--- config.mk ---
export PLATFORM = sky130hd
export DESIGN_NAME = ordered_list_engine_top_flat
export DESIGN_NICKNAME = d
export VERILOG_FILES = /design/src/ole_pkg.sv /design/src/ole_if.sv /design/src/ole_cell.sv /design/src/ordered_list_engine_top.sv /design/src/flat_wrapper.sv
export VERILOG_INCLUDE_DIRS = /design/src /design/src/src
export SDC_FILE = /design/constraint.sdc
export NUM_CORES = 1
export LEC_CHECK = 0
export BUFFER_PORTS_ARGS = -buffer_cell sky130_fd_sc_hd__buf_2
export CAP_MARGIN = 20
export CORE_MARGIN = 1.5
export CORE_UTILIZATION = 40
export CTS_CLUSTER_SIZE = 30
export DETAILED_ROUTE_END_ITERATION = 6
export GPL_TIMING_DRIVEN = 0
export HOLD_SLACK_MARGIN = 0.15
export PLACE_DENSITY_LB_ADDON = 0.1
export SETUP_SLACK_MARGIN = 0.05
export SLEW_MARGIN = 15
export SYNTH_ARGS = -nofsm -noshare
export SYNTH_HDL_FRONTEND = slang
export SYNTH_SLANG_ARGS = --single-unit
--- constraint.sdc ---
create_clock -name clock -period 11.15 [get_ports clock]
set_input_delay 2.23 -clock clock [delete_from_list [all_inputs] [get_ports clock]]
set_output_delay 2.23 -clock clock [all_outputs]
set_load 0.01 [all_outputs]
--- src/assert_macros.svh ---
// ============================================================================
// Assertion macros
// Short forms for the concurrent checks used in the list engine RTL.
// ============================================================================
`ifndef ASSERT_MACROS_SVH
`define ASSERT_MACROS_SVH

// same-cycle implication
`define OLE_ASSERT_IMP(name, clk, rst, ante, cons) \
   name: assert property (@(posedge clk) disable iff (rst) (ante) |-> (cons)) \
      else $error("ordered list engine: assertion failed");

// next-cycle implication
`define OLE_ASSERT_NXT(name, clk, rst, ante, cons) \
   name: assert property (@(posedge clk) disable iff (rst) (ante) |=> (cons)) \
      else $error("ordered list engine: assertion failed");

`endif

--- src/ole_pkg.sv ---
// ============================================================================
// ole_pkg
// Types and codes shared by the ordered list engine files.
// ============================================================================
package ole_pkg;

   localparam int WORD_W = 32;
   // index width of the cell control bus, enough for the largest list
   localparam int AT_W   = 10;

   typedef logic signed [WORD_W-1:0] word_type;
   typedef logic [2:0]               cmd_type;
   typedef logic [1:0]               status_type;
   typedef logic [1:0]               mode_type;

   localparam cmd_type CMD_PUSH_FRONT = 3'd0;
   localparam cmd_type CMD_PUSH_BACK  = 3'd1;
   localparam cmd_type CMD_POP_FRONT  = 3'd2;
   localparam cmd_type CMD_POP_BACK   = 3'd3;
   localparam cmd_type CMD_INSERT_AT  = 3'd4;
   localparam cmd_type CMD_REMOVE_AT  = 3'd5;
   localparam cmd_type CMD_SEARCH     = 3'd6;

   localparam status_type ST_OK    = 2'd0;
   localparam status_type ST_EMPTY = 2'd1;
   localparam status_type ST_FULL  = 2'd2;
   localparam status_type ST_RANGE = 2'd3;

   // cell row operations
   localparam mode_type MODE_HOLD   = 2'd0;
   localparam mode_type MODE_ROTATE = 2'd1;
   localparam mode_type MODE_INSERT = 2'd2;
   localparam mode_type MODE_REMOVE = 2'd3;

   typedef struct packed {
      mode_type          mode;
      logic [AT_W-1:0]   at;
   } cell_ctl_type;

endpackage

--- src/ole_if.sv ---
// ============================================================================
// ole_req_if / ole_rsp_if
// Valid/ready channels for command beats and result beats.
// ============================================================================
interface ole_req_if;
   logic               valid;
   logic               ready;
   ole_pkg::cmd_type   command;
   logic [4:0]         position;
   ole_pkg::word_type  value;

   modport source (output valid, output command, output position, output value,
                   input ready);
   modport sink   (input valid, input command, input position, input value,
                   output ready);
endinterface

interface ole_rsp_if;
   logic                valid;
   logic                ready;
   ole_pkg::word_type   removed_value;
   logic                found;
   ole_pkg::status_type status;
   logic [4:0]          count;

   modport source (output valid, output removed_value, output found, output status,
                   output count, input ready);
   modport sink   (input valid, input removed_value, input found, input status,
                   input count, output ready);
endinterface

--- src/ole_cell.sv ---
// ============================================================================
// ole_cell
// One list slot: holds a word, rotates, or shifts toward either neighbor.
// ============================================================================
module ole_cell #(
   parameter int CELL_IDX = 0
) (
   input  logic                  clock,
   input  ole_pkg::cell_ctl_type ctl,
   input  ole_pkg::word_type     ins_value,
   input  ole_pkg::word_type     left_data,
   input  ole_pkg::word_type     right_data,
   output ole_pkg::word_type     data
);

   localparam logic [ole_pkg::AT_W-1:0] MY_IDX = ole_pkg::AT_W'(CELL_IDX);

   ole_pkg::word_type data_ff;
   ole_pkg::word_type data_in;

   always_comb begin
      unique case (ctl.mode)
         ole_pkg::MODE_HOLD: begin
            data_in = data_ff;
         end
         ole_pkg::MODE_ROTATE: begin
            data_in = right_data;
         end
         ole_pkg::MODE_INSERT: begin
            if (MY_IDX == ctl.at) begin
               data_in = ins_value;
            end else if (MY_IDX > ctl.at) begin
               data_in = left_data;
            end else begin
               data_in = data_ff;
            end
         end
         ole_pkg::MODE_REMOVE: begin
            data_in = (MY_IDX >= ctl.at) ? right_data : data_ff;
         end
         default: begin
            data_in = data_ff;
         end
      endcase
   end

   always_ff @(posedge clock) begin
      data_ff <= data_in;
   end

   assign data = data_ff;

endmodule

--- src/ordered_list_engine_top.sv ---
// Sequence: push, pop front, insert and any rejected command go from IDLE
//   through APPLY and FIN; pop back, remove at and search first pass SCAN,
//   which rotates the whole cell ring once past cell 0. FIN waits for a free output reg.
// Flow: one command in flight; the next is taken once FIN loads the output reg.
// Reset (synchronous, active high): list empty, sequencer idle, no result
//   pending. Cell contents are not cleared.
// ============================================================================
// ordered_list_engine_top
// Bounded ordered list of signed words kept in a ring of shifting cells.
// ============================================================================
`include "assert_macros.svh"

module ordered_list_engine_top #(
   parameter int DEPTH = 16
) (
   input  logic      clock,
   input  logic      reset,
   ole_req_if.sink   req_ch,
   ole_rsp_if.source rsp_ch
);

   // ---- widths -------------------------------------------------------------
   localparam int IDX_W  = $clog2(DEPTH);          // slot index
   localparam int FILL_W = $clog2(DEPTH + 1);      // element count
   localparam int CMP_W  = (FILL_W > 5) ? FILL_W : 5;  // count vs position
   localparam logic [IDX_W-1:0] SCAN_LAST = IDX_W'(DEPTH - 1);

   // ---- sequencer codes ----------------------------------------------------
   // IDLE: take a command beat. SCAN: rotate the ring once, watching cell 0.
   // APPLY: shift the row and settle the result. FIN: hand it to the output reg.
   localparam logic [1:0] S_IDLE  = 2'd0;
   localparam logic [1:0] S_SCAN  = 2'd1;
   localparam logic [1:0] S_APPLY = 2'd2;
   localparam logic [1:0] S_FIN   = 2'd3;

   // ---- control state ------------------------------------------------------
   logic [1:0]        state_ff, state_in;
   logic [FILL_W-1:0] fill_ff, fill_in;
   logic [IDX_W-1:0]  scan_cnt_ff, scan_cnt_in;
   logic              rsp_valid_ff, rsp_valid_in;

   // ---- command held for the duration of its work --------------------------
   ole_pkg::cmd_type    cmd_ff, cmd_in;
   logic [IDX_W-1:0]    at_ff, at_in;
   ole_pkg::word_type   val_ff, val_in;
   ole_pkg::status_type st_ff, st_in;

   // ---- scan results and pending result ------------------------------------
   ole_pkg::word_type   take_ff, take_in;
   logic                hit_ff, hit_in;
   ole_pkg::word_type   res_removed_ff, res_removed_in;
   logic                res_found_ff, res_found_in;

   // ---- output register ----------------------------------------------------
   ole_pkg::word_type   rsp_removed_ff, rsp_removed_in;
   logic                rsp_found_ff, rsp_found_in;
   ole_pkg::status_type rsp_status_ff, rsp_status_in;
   logic [4:0]          rsp_count_ff, rsp_count_in;

   // ---- decode of an incoming beat -----------------------------------------
   logic [CMP_W-1:0]    fill_x, pos_x, depth_x, dec_at_x;
   ole_pkg::status_type dec_status;
   logic                dec_scan;
   logic                req_take;
   logic                rsp_load;

   ole_pkg::cell_ctl_type ctl;
   ole_pkg::word_type     cell_data [DEPTH];

   assign fill_x   = CMP_W'(fill_ff);
   assign pos_x    = CMP_W'(req_ch.position);
   assign depth_x  = CMP_W'(DEPTH);
   assign req_take = req_ch.valid && req_ch.ready;

   // Range and capacity checks happen here, so later stages only act on
   // commands that are known to succeed.
   always_comb begin
      dec_at_x   = '0;
      dec_status = ole_pkg::ST_OK;
      dec_scan   = 1'b0;
      unique case (req_ch.command)
         ole_pkg::CMD_PUSH_FRONT, ole_pkg::CMD_PUSH_BACK, ole_pkg::CMD_INSERT_AT: begin
            if (req_ch.command == ole_pkg::CMD_PUSH_FRONT) begin
               dec_at_x = '0;
            end else if (req_ch.command == ole_pkg::CMD_PUSH_BACK) begin
               dec_at_x = fill_x;
            end else begin
               dec_at_x = pos_x;
            end
            if (fill_x == depth_x) begin
               dec_status = ole_pkg::ST_FULL;
            end else if (dec_at_x > fill_x) begin
               dec_status = ole_pkg::ST_RANGE;
            end
         end
         ole_pkg::CMD_POP_FRONT, ole_pkg::CMD_POP_BACK, ole_pkg::CMD_REMOVE_AT: begin
            if (req_ch.command == ole_pkg::CMD_POP_FRONT) begin
               dec_at_x = '0;
            end else if (req_ch.command == ole_pkg::CMD_POP_BACK) begin
               dec_at_x = fill_x - CMP_W'(1);
            end else begin
               dec_at_x = pos_x;
            end
            if (fill_x == '0) begin
               dec_status = ole_pkg::ST_EMPTY;
            end else if (dec_at_x >= fill_x) begin
               dec_status = ole_pkg::ST_RANGE;
            end else begin
               // pop front reads cell 0 directly; the others need the scan
               dec_scan = (req_ch.command != ole_pkg::CMD_POP_FRONT);
            end
         end
         ole_pkg::CMD_SEARCH: begin
            dec_scan = 1'b1;
         end
         default: begin
            // unused code: no change, status ok
         end
      endcase
   end

   // ---- sequencer ----------------------------------------------------------
   always_comb begin
      state_in       = state_ff;
      fill_in        = fill_ff;
      scan_cnt_in    = scan_cnt_ff;
      cmd_in         = cmd_ff;
      at_in          = at_ff;
      val_in         = val_ff;
      st_in          = st_ff;
      take_in        = take_ff;
      hit_in         = hit_ff;
      res_removed_in = res_removed_ff;
      res_found_in   = res_found_ff;
      ctl.mode       = ole_pkg::MODE_HOLD;
      ctl.at         = ole_pkg::AT_W'(at_ff);
      rsp_load       = 1'b0;

      unique case (state_ff)
         S_IDLE: begin
            if (req_take) begin
               cmd_in      = req_ch.command;
               at_in       = dec_at_x[IDX_W-1:0];
               val_in      = req_ch.value;
               st_in       = dec_status;
               hit_in      = 1'b0;
               scan_cnt_in = '0;
               state_in    = dec_scan ? S_SCAN : S_APPLY;
            end
         end
         S_SCAN: begin
            // cell 0 holds slot scan_cnt during this cycle
            ctl.mode = ole_pkg::MODE_ROTATE;
            if (scan_cnt_ff == at_ff) begin
               take_in = cell_data[0];
            end
            if ((CMP_W'(scan_cnt_ff) < fill_x) && (cell_data[0] == val_ff)) begin
               hit_in = 1'b1;
            end
            scan_cnt_in = scan_cnt_ff + IDX_W'(1);
            if (scan_cnt_ff == SCAN_LAST) begin
               state_in = S_APPLY;
            end
         end
         S_APPLY: begin
            res_removed_in = '0;
            res_found_in   = 1'b0;
            if (st_ff == ole_pkg::ST_OK) begin
               unique case (cmd_ff)
                  ole_pkg::CMD_PUSH_FRONT, ole_pkg::CMD_PUSH_BACK,
                  ole_pkg::CMD_INSERT_AT: begin
                     ctl.mode = ole_pkg::MODE_INSERT;
                     fill_in  = fill_ff + FILL_W'(1);
                  end
                  ole_pkg::CMD_POP_FRONT, ole_pkg::CMD_POP_BACK,
                  ole_pkg::CMD_REMOVE_AT: begin
                     ctl.mode       = ole_pkg::MODE_REMOVE;
                     fill_in        = fill_ff - FILL_W'(1);
                     res_removed_in = (cmd_ff == ole_pkg::CMD_POP_FRONT) ?
                                      cell_data[0] : take_ff;
                  end
                  ole_pkg::CMD_SEARCH: begin
                     res_found_in = hit_ff;
                  end
                  default: begin
                  end
               endcase
            end
            state_in = S_FIN;
         end
         S_FIN: begin
            if (!rsp_valid_ff || rsp_ch.ready) begin
               rsp_load = 1'b1;
               state_in = S_IDLE;
            end
         end
         default: begin
            state_in = S_IDLE;
         end
      endcase
   end

   // ---- output register ----------------------------------------------------
   always_comb begin
      rsp_removed_in = rsp_removed_ff;
      rsp_found_in   = rsp_found_ff;
      rsp_status_in  = rsp_status_ff;
      rsp_count_in   = rsp_count_ff;
      rsp_valid_in   = rsp_valid_ff && !rsp_ch.ready;
      if (rsp_load) begin
         rsp_removed_in = res_removed_ff;
         rsp_found_in   = res_found_ff;
         rsp_status_in  = st_ff;
         rsp_count_in   = fill_x[4:0];
         rsp_valid_in   = 1'b1;
      end
   end

   always_ff @(posedge clock) begin
      if (reset) begin
         state_ff     <= S_IDLE;
         fill_ff      <= '0;
         scan_cnt_ff  <= '0;
         rsp_valid_ff <= 1'b0;
      end else begin
         state_ff     <= state_in;
         fill_ff      <= fill_in;
         scan_cnt_ff  <= scan_cnt_in;
         rsp_valid_ff <= rsp_valid_in;
      end
   end

   always_ff @(posedge clock) begin
      cmd_ff         <= cmd_in;
      at_ff          <= at_in;
      val_ff         <= val_in;
      st_ff          <= st_in;
      take_ff        <= take_in;
      hit_ff         <= hit_in;
      res_removed_ff <= res_removed_in;
      res_found_ff   <= res_found_in;
      rsp_removed_ff <= rsp_removed_in;
      rsp_found_ff   <= rsp_found_in;
      rsp_status_ff  <= rsp_status_in;
      rsp_count_ff   <= rsp_count_in;
   end

   // ---- cell ring: slot 0 at the front, last cell wraps back to cell 0 -----
   for (genvar gi = 0; gi < DEPTH; gi++) begin : g_cell
      ole_cell #(
         .CELL_IDX (gi)
      ) u_cell (
         .clock      (clock),
         .ctl        (ctl),
         .ins_value  (val_ff),
         .left_data  (cell_data[(gi + DEPTH - 1) % DEPTH]),
         .right_data (cell_data[(gi + 1) % DEPTH]),
         .data       (cell_data[gi])
      );
   end

   // ---- ports --------------------------------------------------------------
   assign req_ch.ready         = (state_ff == S_IDLE);
   assign rsp_ch.valid         = rsp_valid_ff;
   assign rsp_ch.removed_value = rsp_removed_ff;
   assign rsp_ch.found         = rsp_found_ff;
   assign rsp_ch.status        = rsp_status_ff;
   assign rsp_ch.count         = rsp_count_ff;

   // ---- checks -------------------------------------------------------------
   `OLE_ASSERT_IMP(a_fill_bound, clock, reset, 1'b1, fill_ff <= FILL_W'(DEPTH))
   `OLE_ASSERT_NXT(a_fill_only_in_apply, clock, reset, state_ff != S_APPLY, fill_ff == $past(fill_ff))
   `OLE_ASSERT_IMP(a_full_means_full, clock, reset, (state_ff == S_FIN) && (st_ff == ole_pkg::ST_FULL), fill_ff == FILL_W'(DEPTH))
   `OLE_ASSERT_NXT(a_scan_exit, clock, reset, (state_ff == S_SCAN) && (scan_cnt_ff == SCAN_LAST), state_ff == S_APPLY)
   `OLE_ASSERT_IMP(a_rsp_from_fin, clock, reset, $rose(rsp_valid_ff), $past(state_ff) == S_FIN)

endmodule

--- src/flat_wrapper.sv ---
// flat-port wrapper written by rule: the top's interface ports become plain ports
module ordered_list_engine_top_flat 
#(
   parameter int DEPTH = 16
)
  (clock, reset, req_ch_valid, req_ch_command, req_ch_position, req_ch_value, req_ch_ready, rsp_ch_valid, rsp_ch_removed_value, rsp_ch_found, rsp_ch_status, rsp_ch_count, rsp_ch_ready);
  ole_req_if req_ch_i ();
  ole_rsp_if rsp_ch_i ();
  input  logic clock;
  input  logic reset;
  input wire logic [$bits(req_ch_i.valid)-1:0] req_ch_valid;
  input wire logic [$bits(req_ch_i.command)-1:0] req_ch_command;
  input wire logic [$bits(req_ch_i.position)-1:0] req_ch_position;
  input wire logic [$bits(req_ch_i.value)-1:0] req_ch_value;
  output wire logic [$bits(req_ch_i.ready)-1:0] req_ch_ready;
  output wire logic [$bits(rsp_ch_i.valid)-1:0] rsp_ch_valid;
  output wire logic [$bits(rsp_ch_i.removed_value)-1:0] rsp_ch_removed_value;
  output wire logic [$bits(rsp_ch_i.found)-1:0] rsp_ch_found;
  output wire logic [$bits(rsp_ch_i.status)-1:0] rsp_ch_status;
  output wire logic [$bits(rsp_ch_i.count)-1:0] rsp_ch_count;
  input wire logic [$bits(rsp_ch_i.ready)-1:0] rsp_ch_ready;
  assign req_ch_i.valid = req_ch_valid;
  assign req_ch_i.command = req_ch_command;
  assign req_ch_i.position = req_ch_position;
  assign req_ch_i.value = req_ch_value;
  assign req_ch_ready = req_ch_i.ready;
  assign rsp_ch_valid = rsp_ch_i.valid;
  assign rsp_ch_removed_value = rsp_ch_i.removed_value;
  assign rsp_ch_found = rsp_ch_i.found;
  assign rsp_ch_status = rsp_ch_i.status;
  assign rsp_ch_count = rsp_ch_i.count;
  assign rsp_ch_i.ready = rsp_ch_ready;
  ordered_list_engine_top #(.DEPTH(DEPTH)) u_core (.clock(clock), .reset(reset), .req_ch(req_ch_i), .rsp_ch(rsp_ch_i));
endmodule
==> results of run 1 <==
==> through the flow <==
stage / hold slack (ps) / std cells / area, um^2
2_1_floorplan: 400 / 2846 / 33300
6_report: 417 / 4171 / 38100
3_5_place_dp: 405 / 4031 / 35700
5_1_grt: 424 / 4171 / 38100
3_3_place_gp: 402 / 4001 / 35000
4_1_cts: 418 / 4170 / 38100
==> final cells by class <==
cell class / count / area (um^2) / area share, %
Sequential cell: 671 / 20000 / 52.6
Multi-Input combinational cell: 1905 / 12000 / 31.5
Clock buffer: 106 / 2150 / 5.65
Buffer: 258 / 1360 / 3.58
Tap cell: 1070 / 1340 / 3.51
Timing Repair Buffer: 116 / 930 / 2.44
Clock inverter: 33 / 244 / 0.640
Inverter: 12 / 45.0 / 0.118
==> synthesized netlist by cell type (all sizes together) <==
master,count
buf,107
nor2b,5
a21oi,39
edfxtp,659
nor3,14
nor3b,2
and3,2
o22ai,3
nand4,10
o41ai,1
ha,21
or2,7
a211oi,2
a221o,2
a311o,1
o21ai,536
or3,1
a31oi,7
and2,3
a21boi,1
xor2,10
o21bai,1
inv,12
nand3b,4
nand3,6
a22o,3
nor4,2
nand2b,11
dfxtp,12
a21o,6
o31ai,2
clkbuf,151
nand2,610
mux2i,514
a32oi,1
nor4b,2
a211o,3
nor2,34
o21a,4
xnor2,35
==> worst max-delay path: cells and delay by family <==
family                     cells  cell delay [ps]
and+or+nand+nor                3              390
AOI/OAI and AO/OA              5              980
adders and majority gates      1              260
buffers and inverters          3              620
==> cells by family after synthesis <==
| group | synth area share (%) |
|---|---|
| AND/OR/NAND/NOR | 8.62 |
| buffers and inverters | 4.23 |
| adder cells (fa/ha/maj) | 0.790 |
| flip-flops | 60.2 |
| multiplexers | 15.5 |
| AO/OA/AOI/OAI | 9.50 |
| XOR/XNOR | 1.18 |
==> sequential cells by signal, summed over array words and instances, names as in the netlist <==
signal,count
u_core.cmd_ff,3
u_core.scan_cnt_ff,4
u_core.fill_ff,5
u_core.g_cell.u_cell.data,512
u_core.state_ff,2
u_core.st_ff,2
u_core.res_removed_ff,32
u_core.rsp_ch.removed_value,32
u_core.rsp_ch.valid,1
u_core.val_ff,32
u_core.rsp_ch.status,2
u_core.hit_ff,1
u_core.res_found_ff,1
u_core.rsp_ch.count,5
u_core.take_ff,32
u_core.at_ff,4
u_core.rsp_ch.found,1
==> report_power, final <==
part / switching, mW / internal (mW) / leakage (nW)
Clock: 1.05 / 1.42 / 1.17
Sequential: 0.245 / 3.36 / 6.09
Combinational: 1.25 / 0.603 / 7.20
==> worst paths after layout <==
path	from	end	slack, ps	cells after the start
min	u_core.res_removed_ff[4]	u_core.rsp_ch.removed_value[4]	420	0
min reg2reg	u_core.res_removed_ff[4]	u_core.rsp_ch.removed_value[4]	420	0
max reg2reg	u_core.state_ff[0]	u_core.g_cell[1].u_cell.data[17]	7130	11
max	req_ch_command[2]	u_core.st_ff[0]	7030	12
==> routing by layer <==
metal | wire, um | up-vias | share of wire, % | global-route usage (%)
li1 | - | 10700 | - | -
met1 | 49400 | 11300 | 46 | 36.5
met2 | 46400 | 928 | 44 | 37.3
met3 | 7730 | 135 | 7.3 | 3.62
met4 | 2920 | 0 | 2.7 | 7.91
met5 | 0 | - | 0 | 0
==> results.cfg, run 1 <==
[clocking]
clk_path_buf_depth = 3
cts_tree = built
cts_resized = 0
htree_levels = 3
cts_root_buf = clkbuf_16
clkLatencyLatePin_ps = 630
cts.sink_count = 671
clk_pin_slew_ps = 50
post_cts_buffers = 0
numCtsBuffers = 78
cts_hold_buf = 0

[placement]
dp_slack_ps = 6400
gp_congestion = 0.969
io_buffers = 85
dp_hpwl_um = 82400

[cells_and_area]
finalCoreUtilization_pct = 46.3
syn2layout_area_growth_pct = 14.5
diodes = 0
fin_nets = 3107
mostFrequentLayoutCell = edfxtp_1
mostFrequentLayoutCells = edfxtp_1 (659), nand2_1 (606), mux2i_1 (514)
fill_cells = 7617
drive_gt1_share_pct = 10.8

[floorplan]
coreArea_um2 = 82200
die_x_um = 291
die_y_um = 291
ioPinCount = 86
dieArea_um2 = 84900
fp-row-count = 105
initial_core_util_pct = 40.5

[timing]
rsz0062_at_grt = no
fin_crit_ps = 4120
finClkSkew_ps = 21.7
timing.slew.headroom_pct = 19.0
hold_viol = 0
max_freq_mhz = 243
fin_setup_tns_ps = 0
setup_viol = 0
finalMaxSlewViolations = 0
fin_crit_sh_pct = 37.0
worst_pin_slew_ps = 1210
setup_slack_ps = 7030

[setup_path]
path_cells = buf_2 > clkbuf_1 > nand2b_1 > clkbuf_1 > nor3b_1 > a21oi_1 > ha_1 > nand2b_1 > a21o_1 > a21o_1 > a31oi_1 > o21ai_0
arrival_ps = 4480
start_kind = primary input
worstSetupPathType = primary input to register
cp.required_ps = 11500
cp-end-kind = register
path_max_fanout = 9
max_stage_delay_ps = 290
crit_slowest_cell = clkbuf_1

[synth]
synthDistinctLibCells = 48
yosysTopAreaCellShare_pct = 59.5
synth_area_um2 = 33300
yosysSeqAreaShare_pct = 60.2
synth.area.top_cells = edfxtp_1 (59%), mux2i_1 (15%), nand2_1 (6.9%), o21ai_1 (6.0%), o21ai_0 (2.0%)
ys_ff_latch = 671
yosys.area.top_type = edfxtp_1
yosys_warnings = 0
syn_inst = 2846
synth_nets = 2911
synth.avg_cell_area_um2 = 11.7

[route]
dr_total_vias = 23100
drcViolationCount = 0
drt_iter0_drc = 2280
routed_wl_um = 106000
dr.pass1.iters = 5
wl_per_cell_um = 25.5
drtAntennaViolNets = 0
drt-vias-per-instance = 5.53

[power_and_ir_drop]
power_leakage_nw = 14.5
power_density_nw_per_um2 = 208
ir_drop_v = 0.000111
total_power_mw = 7.92

[global_routing]
grt_pass1_wl_um = 155000
grt.overflow.total = 0
grt_use_total_pct = 24.7
antenna_found_initial = 0
grt_max_degree = 36
grt_pass1_vias = 23200

[hold_path]
hold_class = register to register

[run]
max-cap-violations = 0

[status]
outcome = complete, no violations
Power figures use the tool's default switching activity.
==> inputs of run 2 (changes only) <==
clock period = 3.6 ns   (was 11.15 ns; I/O delays follow)
==> results.cfg, run 2 (same netlist as run 1, synthesis figures left out) <==
[status]
outcome = complete, no violations

[clocking]
cts.sink_count = 671
cts_hold_buf = 0
cts_tree = built
numCtsBuffers = 78
htree_levels = 3
clk_path_buf_depth = 3
cts_root_buf = clkbuf_16
cts_resized = 1
clk_pin_slew_ps = 60
post_cts_buffers = 0
clkLatencyLatePin_ps = 630

[cells_and_area]
mostFrequentLayoutCell = edfxtp_1
diodes = 0
mostFrequentLayoutCells = edfxtp_1 (659), nand2_1 (606), mux2i_1 (514)
syn2layout_area_growth_pct = 14.7
largest_reg_flops = 512
fin_nets = 3102
finalCoreUtilization_pct = 46.4
drive_gt1_share_pct = 10.8

[placement]
io_buffers = 85
dp_slack_ps = -109
gp_congestion = 0.961
dp_hpwl_um = 81200

[power_and_ir_drop]
total_power_mw = 24.6
power_density_nw_per_um2 = 644
power_leakage_nw = 14.5
ir_drop_v = 0.000357

[setup_path]
crit_buf_inv = 6
path_max_fanout = 35
arrival_ps = 3730
cp-end-kind = register
cp.required_ps = 3970
cpMostUsedCell = buf_6
crit_slowest_cell = nand3b_1
path_delay_family = buffers and inverters
worstSetupPathType = register to register
max_stage_delay_ps = 590
start_kind = register
path_cells = inv_1 > ha_2 > buf_12 > nand3_1 > nand3b_1 > clkbuf_2 > o41ai_4 > buf_4 > buf_6 > buf_6

[global_routing]
grt_pass1_vias = 22800
grt.overflow.total = 0
grt_use_total_pct = 24.2
grt_pass1_wl_um = 151000
antenna_found_initial = 0
grt_max_degree = 36

[route]
drt-vias-per-instance = 5.45
routed_wl_um = 105000
drcViolationCount = 0
wl_per_cell_um = 25.2
drt_iter0_drc = 2219
dr.pass1.iters = 6
drtAntennaViolNets = 0
dr_total_vias = 22700

[timing]
fin_crit_sh_pct = 93.4
rsz0062_at_grt = no
worst_pin_slew_ps = 1170
hold_viol = 0
setup_viol = 0
max_freq_mhz = 297
finalMaxSlewViolations = 0
setup_slack_ps = 237
finClkSkew_ps = 19.2
timing.slew.headroom_pct = 22.0
fin_crit_ps = 3360

[floorplan]
dieArea_um2 = 84900
die_x_um = 291
initial_core_util_pct = 40.5
fp-row-count = 105
ioPinCount = 86
coreArea_um2 = 82200
die_y_um = 291

[run]
max-cap-violations = 0

[hold_path]
hold_class = primary input to register
[run 2: area by class of cell]
| class | count | area, um^2 |
|---|---|---|
| flip-flops and latches | 671 | 20000 |
| repair buffers | 111 | 922 |
| clock inverters | 33 | 280 |
| plain buffers | 258 | 1370 |
| multi-input cells | 1905 | 12000 |
| clock buffers | 103 | 2170 |
| well taps | 1070 | 1340 |
| inverters | 12 | 45.0 |
| fillers | 7628 | 44100 |
[run 2: layer usage]
metal | up-vias | share of wire [%] | wire [um] | global-route usage [%]
li1 | 10700 | - | - | -
met1 | 11000 | 47 | 49700 | 36.1
met2 | 833 | 43 | 45300 | 36.5
met3 | 122 | 7.1 | 7420 | 4.17
met4 | 0 | 2.2 | 2260 | 6.12
met5 | - | 0 | 0 | 0
[run 2: final timing paths]
kind              slack (ps)                startpoint                                to  cells after the start
setup reg to reg         240        u_core.state_ff[0]  u_core.g_cell[1].u_cell.data[12]                     10
hold reg to reg          420  u_core.res_removed_ff[6]    u_core.rsp_ch.removed_value[6]                      0
setup / recovery         240        u_core.state_ff[0]  u_core.g_cell[1].u_cell.data[12]                     10
hold / removal           260          req_ch_value[21]                 u_core.val_ff[21]                      1
[run 2: power by group]
group | leakage, nW | internal [mW] | switching (mW)
sequential | 6.09 | 10.4 | 0.762
combinational | 7.19 | 1.87 | 3.83
clock | 1.20 | 4.51 | 3.21
[run 2: stage by stage]
stage | std cells | hold slack, ps | area (um^2) | TNS, ps
floorplan | 2846 | 400 | 33300 | -120050
global placement | 4001 | 403 | 35100 | -1097890
detailed placement | 4025 | 405 | 35700 | -3480
CTS | 4161 | 221 | 38100 | 0
global route | 4163 | 238 | 38200 | 0
finish | 4163 | 264 | 38200 | 0
